### config.mk
export PLATFORM = sky130hd
export DESIGN_NAME = tilt_and_edge_drive_supervisor_top_flat
export DESIGN_NICKNAME = d
export VERILOG_FILES = /design/src/hdl/taeds_pkg.sv /design/src/hdl/taeds_if.sv /design/src/hdl/tilt_and_edge_drive_supervisor_top.sv /design/src/flat_wrapper.sv
export VERILOG_INCLUDE_DIRS = /design/src /design/src/hdl
export SDC_FILE = /design/constraint.sdc
export NUM_CORES = 1
export LEC_CHECK = 0
export ABC_CLOCK_PERIOD_IN_PS = 6470
export BUFFER_PORTS_ARGS = -buffer_cell sky130_fd_sc_hd__buf_2
export CAP_MARGIN = 20
export CELL_PAD_IN_SITES_DETAIL_PLACEMENT = 1
export CELL_PAD_IN_SITES_GLOBAL_PLACEMENT = 1
export CORE_UTILIZATION = 43
export DETAILED_ROUTE_END_ITERATION = 8
export GPL_TIMING_DRIVEN = 0
export PLACE_DENSITY_LB_ADDON = 0.1
export SYNTH_ARGS = -nofsm -noshare
export SYNTH_HDL_FRONTEND = slang
export SYNTH_SLANG_ARGS = --single-unit
### constraint.sdc
create_clock -name clk -period 6.47 [get_ports clk]
set_input_delay 0.647 -clock clk [delete_from_list [all_inputs] [get_ports clk]]
set_output_delay 0.647 -clock clk [all_outputs]
set_load 0.005 [all_outputs]
### src/hdl/tilt_and_edge_drive_supervisor_top_macros.svh
// Assertion helpers for the drive supervisor. Both sample on clk and are
// switched off while rst is high.
`ifndef TILT_AND_EDGE_DRIVE_SUPERVISOR_TOP_MACROS_SVH
`define TILT_AND_EDGE_DRIVE_SUPERVISOR_TOP_MACROS_SVH

// The consequent must hold in the same cycle as the antecedent.
`define TAEDS_ASSERT_SAME(label, ante, cons) \
  label: assert property (@(posedge clk) disable iff (rst) (ante) |-> (cons)) \
    else $error("taeds assertion failed");

// The consequent must hold in the cycle after the antecedent.
`define TAEDS_ASSERT_NEXT(label, ante, cons) \
  label: assert property (@(posedge clk) disable iff (rst) (ante) |=> (cons)) \
    else $error("taeds assertion failed");

`endif

### src/hdl/taeds_pkg.sv
package taeds_pkg;

  typedef enum logic [1:0] {
    MOVE_NONE    = 2'd0,
    MOVE_FORWARD = 2'd1,
    MOVE_STOP    = 2'd2,
    MOVE_TURN    = 2'd3
  } move_t;

  typedef enum logic [1:0] {
    STAB_NORMAL  = 2'd0,
    STAB_WARNING = 2'd1,
    STAB_DANGER  = 2'd2,
    STAB_UNUSED  = 2'd3
  } stab_t;

  typedef enum logic [1:0] {
    BUZZ_SILENT  = 2'd0,
    BUZZ_WARNING = 2'd1,
    BUZZ_DANGER  = 2'd2
  } buzz_t;

  typedef enum logic [2:0] {
    CFG_USER_SPEED      = 3'd0,
    CFG_TILT_THRESHOLD  = 3'd1,
    CFG_TILT_GAIN       = 3'd2,
    CFG_NO_OBJECT_CM    = 3'd3,
    CFG_EDGE_CONFIRM_MS = 3'd4,
    CFG_TURN_TIME_MS    = 3'd5
  } cfg_idx_t;

  localparam int unsigned CfgIndexWidth = 3;
  localparam int unsigned CfgDataWidth  = 16;

  localparam logic [6:0]  SpeedMin      = 7'd10;
  localparam logic [6:0]  SpeedMax      = 7'd100;
  localparam logic [15:0] MissStep      = 16'd10;

  typedef struct packed {
    logic        [9:0]  left_dist;
    logic        [9:0]  right_dist;
    logic signed [11:0] roll_tenths;
    logic signed [11:0] pitch_tenths;
    logic        [1:0]  stability;
    logic               tilt_online;
    logic               bin_full;
    logic        [7:0]  elapsed_ms;
  } tick_t;

  typedef struct packed {
    logic [1:0] move_cmd;
    logic       brake;
    logic       speed_valid;
    logic [6:0] drive_speed;
    logic [1:0] alarm_level;
    logic       turning;
  } result_t;

endpackage

### src/hdl/taeds_if.sv
// Request channel: one control tick per handshake.
interface taeds_tick_if;
  logic             valid;
  logic             ready;
  taeds_pkg::tick_t data;

  modport source (output valid, output data, input ready);
  modport sink   (input valid, input data, output ready);
endinterface

// Result channel: one supervisor result per handshake.
interface taeds_result_if;
  logic               valid;
  logic               ready;
  taeds_pkg::result_t data;

  modport source (output valid, output data, input ready);
  modport sink   (input valid, input data, output ready);
endinterface

### src/hdl/tilt_and_edge_drive_supervisor_top.sv
// Path: an accepted request is held in the input register, then moves into the result register that drives res.
// Throughput: one request per cycle; the input register and the result register
// each advance whenever the stage behind them is empty or being drained.
// Reset: rst is synchronous and active high; it empties both stages, clears the
// turn timer, the no-echo counters and the last move, and loads register defaults.
`include "tilt_and_edge_drive_supervisor_top_macros.svh"

module tilt_and_edge_drive_supervisor_top (
  input  logic                                   clk,
  input  logic                                   rst,
  input  logic                                   cfg_we,
  input  logic [taeds_pkg::CfgIndexWidth-1:0]    cfg_index,
  input  logic [taeds_pkg::CfgDataWidth-1:0]     cfg_data,
  taeds_tick_if.sink                             req,
  taeds_result_if.source                         res
);

  // Configuration registers, to be written only while the block is idle; the block does not enforce this.
  logic [6:0]  user_speed;
  logic [9:0]  tilt_threshold;
  logic [5:0]  tilt_gain;
  logic [9:0]  no_object_cm;
  logic [15:0] edge_confirm_ms;
  logic [15:0] turn_time_ms;

  // Supervisor state. It is read and written only by the request that moves
  // from the input register into the result register, so requests update it
  // strictly in order.
  logic             turn_active;
  logic [15:0]      turn_elapsed;
  logic [15:0]      left_miss_ms;
  logic [15:0]      right_miss_ms;
  taeds_pkg::move_t last_move;

  logic             turn_active_next;
  logic [15:0]      turn_elapsed_next;
  logic [15:0]      left_miss_ms_next;
  logic [15:0]      right_miss_ms_next;
  taeds_pkg::move_t last_move_next;

  // Input register and result register with their valid flags.
  logic               in_valid;
  taeds_pkg::tick_t   in_tick;
  logic               out_valid;
  taeds_pkg::result_t out_result;
  taeds_pkg::result_t result_next;

  logic advance;

  // The input stage moves on whenever the result register is empty or its
  // request is taken in the same cycle, so a waiting result holds off a new
  // request only once the input register is full as well.
  assign advance   = in_valid && (!out_valid || res.ready);
  assign req.ready = !in_valid || advance;
  assign res.valid = out_valid;
  assign res.data  = out_result;

  always_ff @(posedge clk) begin
    if (rst) begin
      user_speed      <= 7'd30;
      tilt_threshold  <= 10'd150;
      tilt_gain       <= 6'd10;
      no_object_cm    <= 10'd100;
      edge_confirm_ms <= 16'd200;
      turn_time_ms    <= 16'd800;
    end else if (cfg_we) begin
      case (cfg_index)
        taeds_pkg::CFG_USER_SPEED:      user_speed      <= cfg_data[6:0];
        taeds_pkg::CFG_TILT_THRESHOLD:  tilt_threshold  <= cfg_data[9:0];
        taeds_pkg::CFG_TILT_GAIN:       tilt_gain       <= cfg_data[5:0];
        taeds_pkg::CFG_NO_OBJECT_CM:    no_object_cm    <= cfg_data[9:0];
        taeds_pkg::CFG_EDGE_CONFIRM_MS: edge_confirm_ms <= cfg_data;
        taeds_pkg::CFG_TURN_TIME_MS:    turn_time_ms    <= cfg_data;
        default: begin
        end
      endcase
    end
  end

  // Saturates a signed speed sum into the legal drive range.
  function automatic logic [6:0] clamp_speed(input logic signed [8:0] s);
    logic [6:0] r;
    if (s < $signed({2'b00, taeds_pkg::SpeedMin})) begin
      r = taeds_pkg::SpeedMin;
    end else if (s > $signed({2'b00, taeds_pkg::SpeedMax})) begin
      r = taeds_pkg::SpeedMax;
    end else begin
      r = s[6:0];
    end
    return r;
  endfunction

  // Adds to a 16-bit timer and sticks at its top value.
  function automatic logic [15:0] add_sat16(input logic [15:0] a, input logic [15:0] b);
    logic [16:0] s;
    s = {1'b0, a} + {1'b0, b};
    return s[16] ? 16'hFFFF : s[15:0];
  endfunction

  // Tilt compensation. The larger of roll and pitch (pitch on a tie) picks
  // the correction: roll speeds up one side by the gain and slows the other
  // by half the gain, pitch shifts both sides by half the gain. The two side
  // speeds are clamped separately and then averaged.
  logic [11:0]        roll_mag;
  logic [11:0]        pitch_mag;
  logic signed [12:0] roll_wide;
  logic signed [12:0] pitch_wide;
  logic signed [12:0] thr_pos;
  logic signed [12:0] thr_neg;
  logic signed [7:0]  gain_s;
  logic signed [7:0]  half_s;
  logic signed [7:0]  left_corr;
  logic signed [7:0]  right_corr;
  logic signed [8:0]  base_s;
  logic [6:0]         left_speed;
  logic [6:0]         right_speed;
  logic [7:0]         pair_sum;
  logic [6:0]         comp_speed;

  always_comb begin
    roll_wide  = {in_tick.roll_tenths[11], in_tick.roll_tenths};
    pitch_wide = {in_tick.pitch_tenths[11], in_tick.pitch_tenths};
    roll_mag   = in_tick.roll_tenths[11] ? 12'(-in_tick.roll_tenths)
                                         : 12'(in_tick.roll_tenths);
    pitch_mag  = in_tick.pitch_tenths[11] ? 12'(-in_tick.pitch_tenths)
                                          : 12'(in_tick.pitch_tenths);
    thr_pos    = $signed({3'b000, tilt_threshold});
    thr_neg    = -thr_pos;
    gain_s     = $signed({2'b00, tilt_gain});
    half_s     = $signed({3'b000, tilt_gain[5:1]});
    left_corr  = '0;
    right_corr = '0;
    if (roll_mag > pitch_mag) begin
      if (roll_wide > thr_pos) begin
        right_corr = gain_s;
        left_corr  = -half_s;
      end else if (roll_wide < thr_neg) begin
        left_corr  = gain_s;
        right_corr = -half_s;
      end
    end else begin
      if (pitch_wide > thr_pos) begin
        left_corr  = half_s;
        right_corr = half_s;
      end else if (pitch_wide < thr_neg) begin
        left_corr  = -half_s;
        right_corr = -half_s;
      end
    end
    base_s      = $signed({2'b00, user_speed});
    left_speed  = clamp_speed(base_s + 9'(left_corr));
    right_speed = clamp_speed(base_s + 9'(right_corr));
    pair_sum    = {1'b0, left_speed} + {1'b0, right_speed};
    if (left_corr != 8'sd0 || right_corr != 8'sd0) begin
      comp_speed = pair_sum[7:1];
    end else begin
      comp_speed = clamp_speed(base_s);
    end
  end

  // Turn timer, stability response, buzzer and edge detection for one tick.
  logic [15:0] left_miss_sum;
  logic [15:0] right_miss_sum;
  logic        left_echo;
  logic        right_echo;
  logic        left_edge;
  logic        right_edge;
  logic        brake;
  logic        speed_valid;
  logic [6:0]  drive_speed;
  taeds_pkg::buzz_t buzz;

  always_comb begin
    turn_active_next   = turn_active;
    turn_elapsed_next  = turn_elapsed;
    left_miss_ms_next  = left_miss_ms;
    right_miss_ms_next = right_miss_ms;
    last_move_next     = last_move;
    brake              = 1'b0;
    speed_valid        = 1'b0;
    drive_speed        = '0;
    buzz               = taeds_pkg::BUZZ_SILENT;

    if (turn_active) begin
      turn_elapsed_next = add_sat16(turn_elapsed, {8'd0, in_tick.elapsed_ms});
      if (turn_elapsed_next >= turn_time_ms) begin
        last_move_next   = taeds_pkg::MOVE_FORWARD;
        turn_active_next = 1'b0;
      end
    end

    if (in_tick.tilt_online) begin
      case (in_tick.stability)
        taeds_pkg::STAB_DANGER: begin
          brake          = 1'b1;
          last_move_next = taeds_pkg::MOVE_STOP;
          buzz           = taeds_pkg::BUZZ_DANGER;
        end
        taeds_pkg::STAB_WARNING: begin
          speed_valid = 1'b1;
          drive_speed = comp_speed;
          buzz        = taeds_pkg::BUZZ_WARNING;
        end
        default: begin
        end
      endcase
    end
    if (in_tick.bin_full && buzz != taeds_pkg::BUZZ_DANGER) begin
      buzz = taeds_pkg::BUZZ_WARNING;
    end

    // A distance of zero or beyond the ground limit counts as a missing echo.
    left_echo      = (in_tick.left_dist != 10'd0) && (in_tick.left_dist <= no_object_cm);
    right_echo     = (in_tick.right_dist != 10'd0) && (in_tick.right_dist <= no_object_cm);
    left_miss_sum  = left_echo ? 16'd0 : add_sat16(left_miss_ms, taeds_pkg::MissStep);
    right_miss_sum = right_echo ? 16'd0 : add_sat16(right_miss_ms, taeds_pkg::MissStep);
    left_edge      = left_miss_sum >= edge_confirm_ms;
    right_edge     = right_miss_sum >= edge_confirm_ms;

    if (!turn_active_next) begin
      left_miss_ms_next  = left_miss_sum;
      right_miss_ms_next = right_miss_sum;
      if (left_edge && right_edge) begin
        last_move_next     = taeds_pkg::MOVE_STOP;
        left_miss_ms_next  = '0;
        right_miss_ms_next = '0;
      end else if (left_edge || right_edge) begin
        last_move_next     = taeds_pkg::MOVE_TURN;
        turn_active_next   = 1'b1;
        turn_elapsed_next  = '0;
        left_miss_ms_next  = '0;
        right_miss_ms_next = '0;
      end
    end

    result_next.move_cmd    = last_move_next;
    result_next.brake       = brake;
    result_next.speed_valid = speed_valid;
    result_next.drive_speed = drive_speed;
    result_next.alarm_level = buzz;
    result_next.turning     = turn_active_next;
  end

  always_ff @(posedge clk) begin
    if (rst) begin
      in_valid      <= 1'b0;
      out_valid     <= 1'b0;
      turn_active   <= 1'b0;
      turn_elapsed  <= '0;
      left_miss_ms  <= '0;
      right_miss_ms <= '0;
      last_move     <= taeds_pkg::MOVE_NONE;
    end else begin
      if (req.ready) begin
        in_valid <= req.valid;
      end
      if (advance) begin
        out_valid     <= 1'b1;
        turn_active   <= turn_active_next;
        turn_elapsed  <= turn_elapsed_next;
        left_miss_ms  <= left_miss_ms_next;
        right_miss_ms <= right_miss_ms_next;
        last_move     <= last_move_next;
      end else if (res.ready) begin
        out_valid <= 1'b0;
      end
    end
  end

  // Payload registers carry no reset.
  always_ff @(posedge clk) begin
    if (req.valid && req.ready) begin
      in_tick <= req.data;
    end
    if (advance) begin
      out_result <= result_next;
    end
  end

  // A turn starts by clearing both no-echo counters, and they stay idle
  // until it ends.
  `TAEDS_ASSERT_SAME(a_turn_clears_miss, turn_active, left_miss_ms == 16'd0 && right_miss_ms == 16'd0)
  // A braking result always carries the danger alarm and no new speed.
  `TAEDS_ASSERT_SAME(a_brake_alarm, out_valid && out_result.brake, out_result.alarm_level == taeds_pkg::BUZZ_DANGER && !out_result.speed_valid)
  // An issued speed lies in the drive range.
  `TAEDS_ASSERT_SAME(a_speed_range, out_valid && out_result.speed_valid, out_result.drive_speed >= taeds_pkg::SpeedMin && out_result.drive_speed <= taeds_pkg::SpeedMax)
  // The reported turn flag matches the state left behind by that request.
  `TAEDS_ASSERT_NEXT(a_turn_flag, advance, out_result.turning == turn_active)

endmodule
### src/flat_wrapper.sv
// flat-port wrapper written by rule: the top's interface ports become plain ports
module tilt_and_edge_drive_supervisor_top_flat 
  (clk, rst, cfg_we, cfg_index, cfg_data, req_valid, req_data, req_ready, res_valid, res_data, res_ready);
  taeds_tick_if req_i ();
  taeds_result_if res_i ();
  input  logic clk;
  input  logic rst;
  input  logic cfg_we;
  input  logic [taeds_pkg::CfgIndexWidth-1:0] cfg_index;
  input  logic [taeds_pkg::CfgDataWidth-1:0] cfg_data;
  input wire logic [$bits(req_i.valid)-1:0] req_valid;
  input wire logic [$bits(req_i.data)-1:0] req_data;
  output wire logic [$bits(req_i.ready)-1:0] req_ready;
  output wire logic [$bits(res_i.valid)-1:0] res_valid;
  output wire logic [$bits(res_i.data)-1:0] res_data;
  input wire logic [$bits(res_i.ready)-1:0] res_ready;
  assign req_i.valid = req_valid;
  assign req_i.data = req_data;
  assign req_ready = req_i.ready;
  assign res_valid = res_i.valid;
  assign res_data = res_i.data;
  assign res_i.ready = res_ready;
  tilt_and_edge_drive_supervisor_top u_core (.clk(clk), .rst(rst), .cfg_we(cfg_we), .cfg_index(cfg_index), .cfg_data(cfg_data), .req(req_i), .res(res_i));
endmodule
==> flow_metrics.py <==
metrics = {
    "status": {
        "status": "finished, violations left",
        "violations": "setup timing",
    },
    "critical_path": {
        "critical-path-slowest-cell": "edfxtp_1",
        "cp-start-kind": "register",
        "timing.rr.start": "u_core.in_tick[14]",
        "crit_arrival_ps": 7200,
        "r2r_cells": 36,
        "endpoint_kind": "register",
        "path_max_fanout": 9,
        "crit_type": "reg2reg",
        "max_stage_delay_ps": 450,
        "crit_top_cell": "buf_4",
        "worstReg2RegEnd": "u_core.res.data[8]",
        "worstPathRequired_ps": 6660,
        "regToRegSetupSlack_ps": -540,
    },
    "drt": {
        "num_vias": 11830,
        "drt_iter0_drc": 597,
        "postRouteAntennaNets": 0,
        "drc": 0,
        "routed_via_density": 5.764,
        "routedWlPerCell_um": 19.72,
        "dr.pass1.iters": 5,
        "wl_um": 40480,
    },
    "clocking": {
        "cts_hold_buffers": 0,
        "numCtsBuffers": 17,
        "clkTransAtPathRegs_ps": 70,
        "cts-root-buf": "clkbuf_16",
        "cts_sinks": 188,
        "clock_path_buffers": 2,
        "h-tree-depth": 4,
        "clk_latency_ps": 450,
        "cts_tree": "done",
    },
    "placement": {
        "gp_congestion": 0.8817,
        "dp_hpwl_um": 29920,
        "io_buffers": 92,
    },
    "timing": {
        "skew_ps": 13.82,
        "hold_viol": 0,
        "period_minus_slack_ps": 7012,
        "fin_ws_ps": -542.5,
        "setup_tns_ps": -2673,
        "rsz0062_at_grt": "yes",
        "max_freq_mhz": 142.6,
        "timing.final.crit_share_pct": 108.4,
        "setup_viol": 7,
        "drv_slew": 0,
        "tightest_slew_ps": 980.4,
        "relSlewSlack_pct": 34.64,
        "fin_hold_ws_ps": 373.0,
    },
    "die": {
        "placementRows": 62,
        "die_w_um": 175.1,
        "coreArea_sq_um": 29090,
        "initial_core_util_pct": 44.27,
        "die_area_sq_um": 30650,
        "pin_count": 96,
        "die_height_um": 175.1,
    },
    "global_route": {
        "grt_max_degree": 35,
        "grt_pass1_wl_um": 64520,
        "grt.total_usage_pct": 26.59,
        "antenna_found_initial": 2,
        "first_global_vias": 12240,
        "grt_remaining_overflow": 0,
    },
    "synth": {
        "synth_nets": 1711,
        "yosys_register_bits": 188,
        "async_flop_share_pct": 0,
        "synthCells": 1473,
        "synthesis.area_sq_um": 12880,
        "synth_edf_count": 70,
        "synth_top_area_cell": "dfxtp_1",
        "syn_area_per_cell_sq_um": 8.743,
        "synth-main-ff-cell": "dfxtp_1",
        "synthDistinctLibCells": 75,
        "synth_area_leaders": "dfxtp_1 (18%), edfxtp_1 (16%), ha_1 (15%)",
        "yosysSeqAreaShare_pct": 34.66,
        "synth_top_area_share_pct": 18.34,
        "synthTopCellsByCount": "nand2_1 (182), ha_1 (154), a21oi_1 (143), dfxtp_1 (118), inv_1 (99)",
        "ys_warn_count": 0,
        "yosysMostFrequentCell": "nand2_1",
    },
    "cells_and_area": {
        "regArea_sq_um": 4472,
        "fin_nets": 1891,
        "multi_input_area_sq_um": 8477,
        "fill_cells": 3404,
        "drive_above_1_share_pct": 19.03,
        "final_util_pct": 53.68,
        "syn2layout_area_growth_pct": 21.26,
    },
    "hold_path": {
        "min_to": "u_core.in_tick[23]",
        "hp-class": "in2reg",
        "hold_depth": 1,
        "min_from": "req_data[23]",
    },
    "pwr": {
        "pwr_density_cell_nw_per_um2": 255.6,
        "ir_drop_mv": 0.1793,
        "leakage_nw": 6.459,
    },
    "flow_run": {
        "cap_violations": 0,
    },
}
worst max-delay path, delay by kind of cell (launching register included):
family                   cells  cell delay, ps
multiplexers                 1             130
XOR/XNOR                     3             330
buffers and inverters        5             680
AO/OA/AOI/OAI               15            2880
flip-flops                   1             450
adder cells (fa/ha/maj)      3            1050
AND/OR/NAND/NOR              9            1180
layer usage:
layer / global-route usage, % / vias up / routed length [um]
met1: 34.70 / 5803 / 19040
met5: 0 / - / 0
met2: 44.94 / 215 / 19260
met3: 4.700 / 52 / 1434
met4: 7.283 / 0 / 735
li1: - / 5758 / -
cell type report:
class | count | area share, %
antenna | 2 | 0.03205
buffer | 47 | 1.354
clock buffer | 20 | 2.860
clock inverter | 12 | 0.7371
inverter | 99 | 2.396
multi-input combinational | 1139 | 54.28
sequential | 188 | 28.64
tap | 384 | 3.077
timing repair buffer | 161 | 6.626
report_power, final:
group	total, W	leakage [nW]	internal [W]	switching, W
Clock	0.00103	0.267	0.000545	0.000484
Sequential	0.00132	1.63	0.00128	0.0000394
Combinational	0.00165	4.56	0.000759	0.000888
Total	0.00399	6.46	0.00258	0.00141
worst max-delay path by stage:
stage | from | endpoint | slack [ps] | cells after the start
after floorplan | u_core.tilt_threshold[7] | u_core.res.data[8] | -30 | 31
after global placement | u_core.tilt_threshold[1] | u_core.res.data[8] | -1190 | 30
after detailed placement | u_core.in_tick[27] | u_core.res.data[8] | -1380 | 33
after CTS | u_core.tilt_threshold[2] | u_core.res.data[8] | -530 | 31
after global routing | u_core.in_tick[14] | u_core.res.data[8] | -940 | 33
final | u_core.in_tick[14] | u_core.res.data[8] | -540 | 36
cell usage in the layout (no fill, tap or decap), types with 7 or more instances in the layout:
master / count
nand2_1: 180
ha_1: 149
a21oi_1: 130
dfxtp_1: 114
inv_1: 98
buf_2: 94
nor2_1: 84
edfxtp_1: 70
buf_4: 60
o21ai_0: 59
a21o_1: 50
clkbuf_1: 32
nand4_1: 31
xnor2_1: 31
a22o_1: 30
nand3_1: 29
xor2_1: 26
nor3_1: 19
o21a_1: 18
nor2b_1: 17
nand2b_1: 17
clkbuf_16: 17
and3_1: 13
o211ai_1: 13
o31ai_1: 12
a21oi_2: 11
a211o_1: 10
mux2i_1: 10
clkbuf_2: 9
a211oi_1: 8
a211oi_2: 8
a31oi_1: 7
nor4_1: 7
through the flow:
step	total power, W	cells	setup WS, ps	instance area [sq um]
3_5_place_dp	0.002494	1952	-1379	13920
3_3_place_gp	0.002456	1949	-1192	13870
4_1_cts	0.003856	2025	-534.7	15290
2_1_floorplan	0.002182	1473	-28.34	12930
6_report	0.003992	2052	-542.5	15620
5_1_grt	0.004215	2050	-942.9	15610
registers in the layout, indices dropped and copies added (netlist names):
signal	cells
u_core.turn_time_ms	16
u_core.tilt_threshold	10
u_core.no_object_cm	10
u_core.right_miss_ms	16
u_core.res.data	14
u_core.user_speed	7
u_core.in_tick	56
u_core.last_move	2
u_core.left_miss_ms	16
u_core.res.valid	1
u_core.edge_confirm_ms	16
u_core.in_valid	1
u_core.turn_active	1
u_core.tilt_gain	6
u_core.turn_elapsed	16
cell families (layout without fill, tap and decap cells):
group	after synthesis	in the layout	synth area share (%)
mux	13	13	1.040
flops	188	188	34.66
xor+xnor	66	66	4.761
other cells	0	2	0
compound gates	436	436	22.28
simple gates	466	466	17.42
fa+ha+maj	158	158	15.58
buf+inv	146	339	4.255
repair_timing:
item                                    in CTS  in global routing
buffers inserted                            42                 24
endpoints found under the setup margin      60                 59
pin swaps                                   47                 38
endpoints found under the hold margin        0                  0
gates resized for setup                    105                 42
Power figures use the tool's default switching activity.
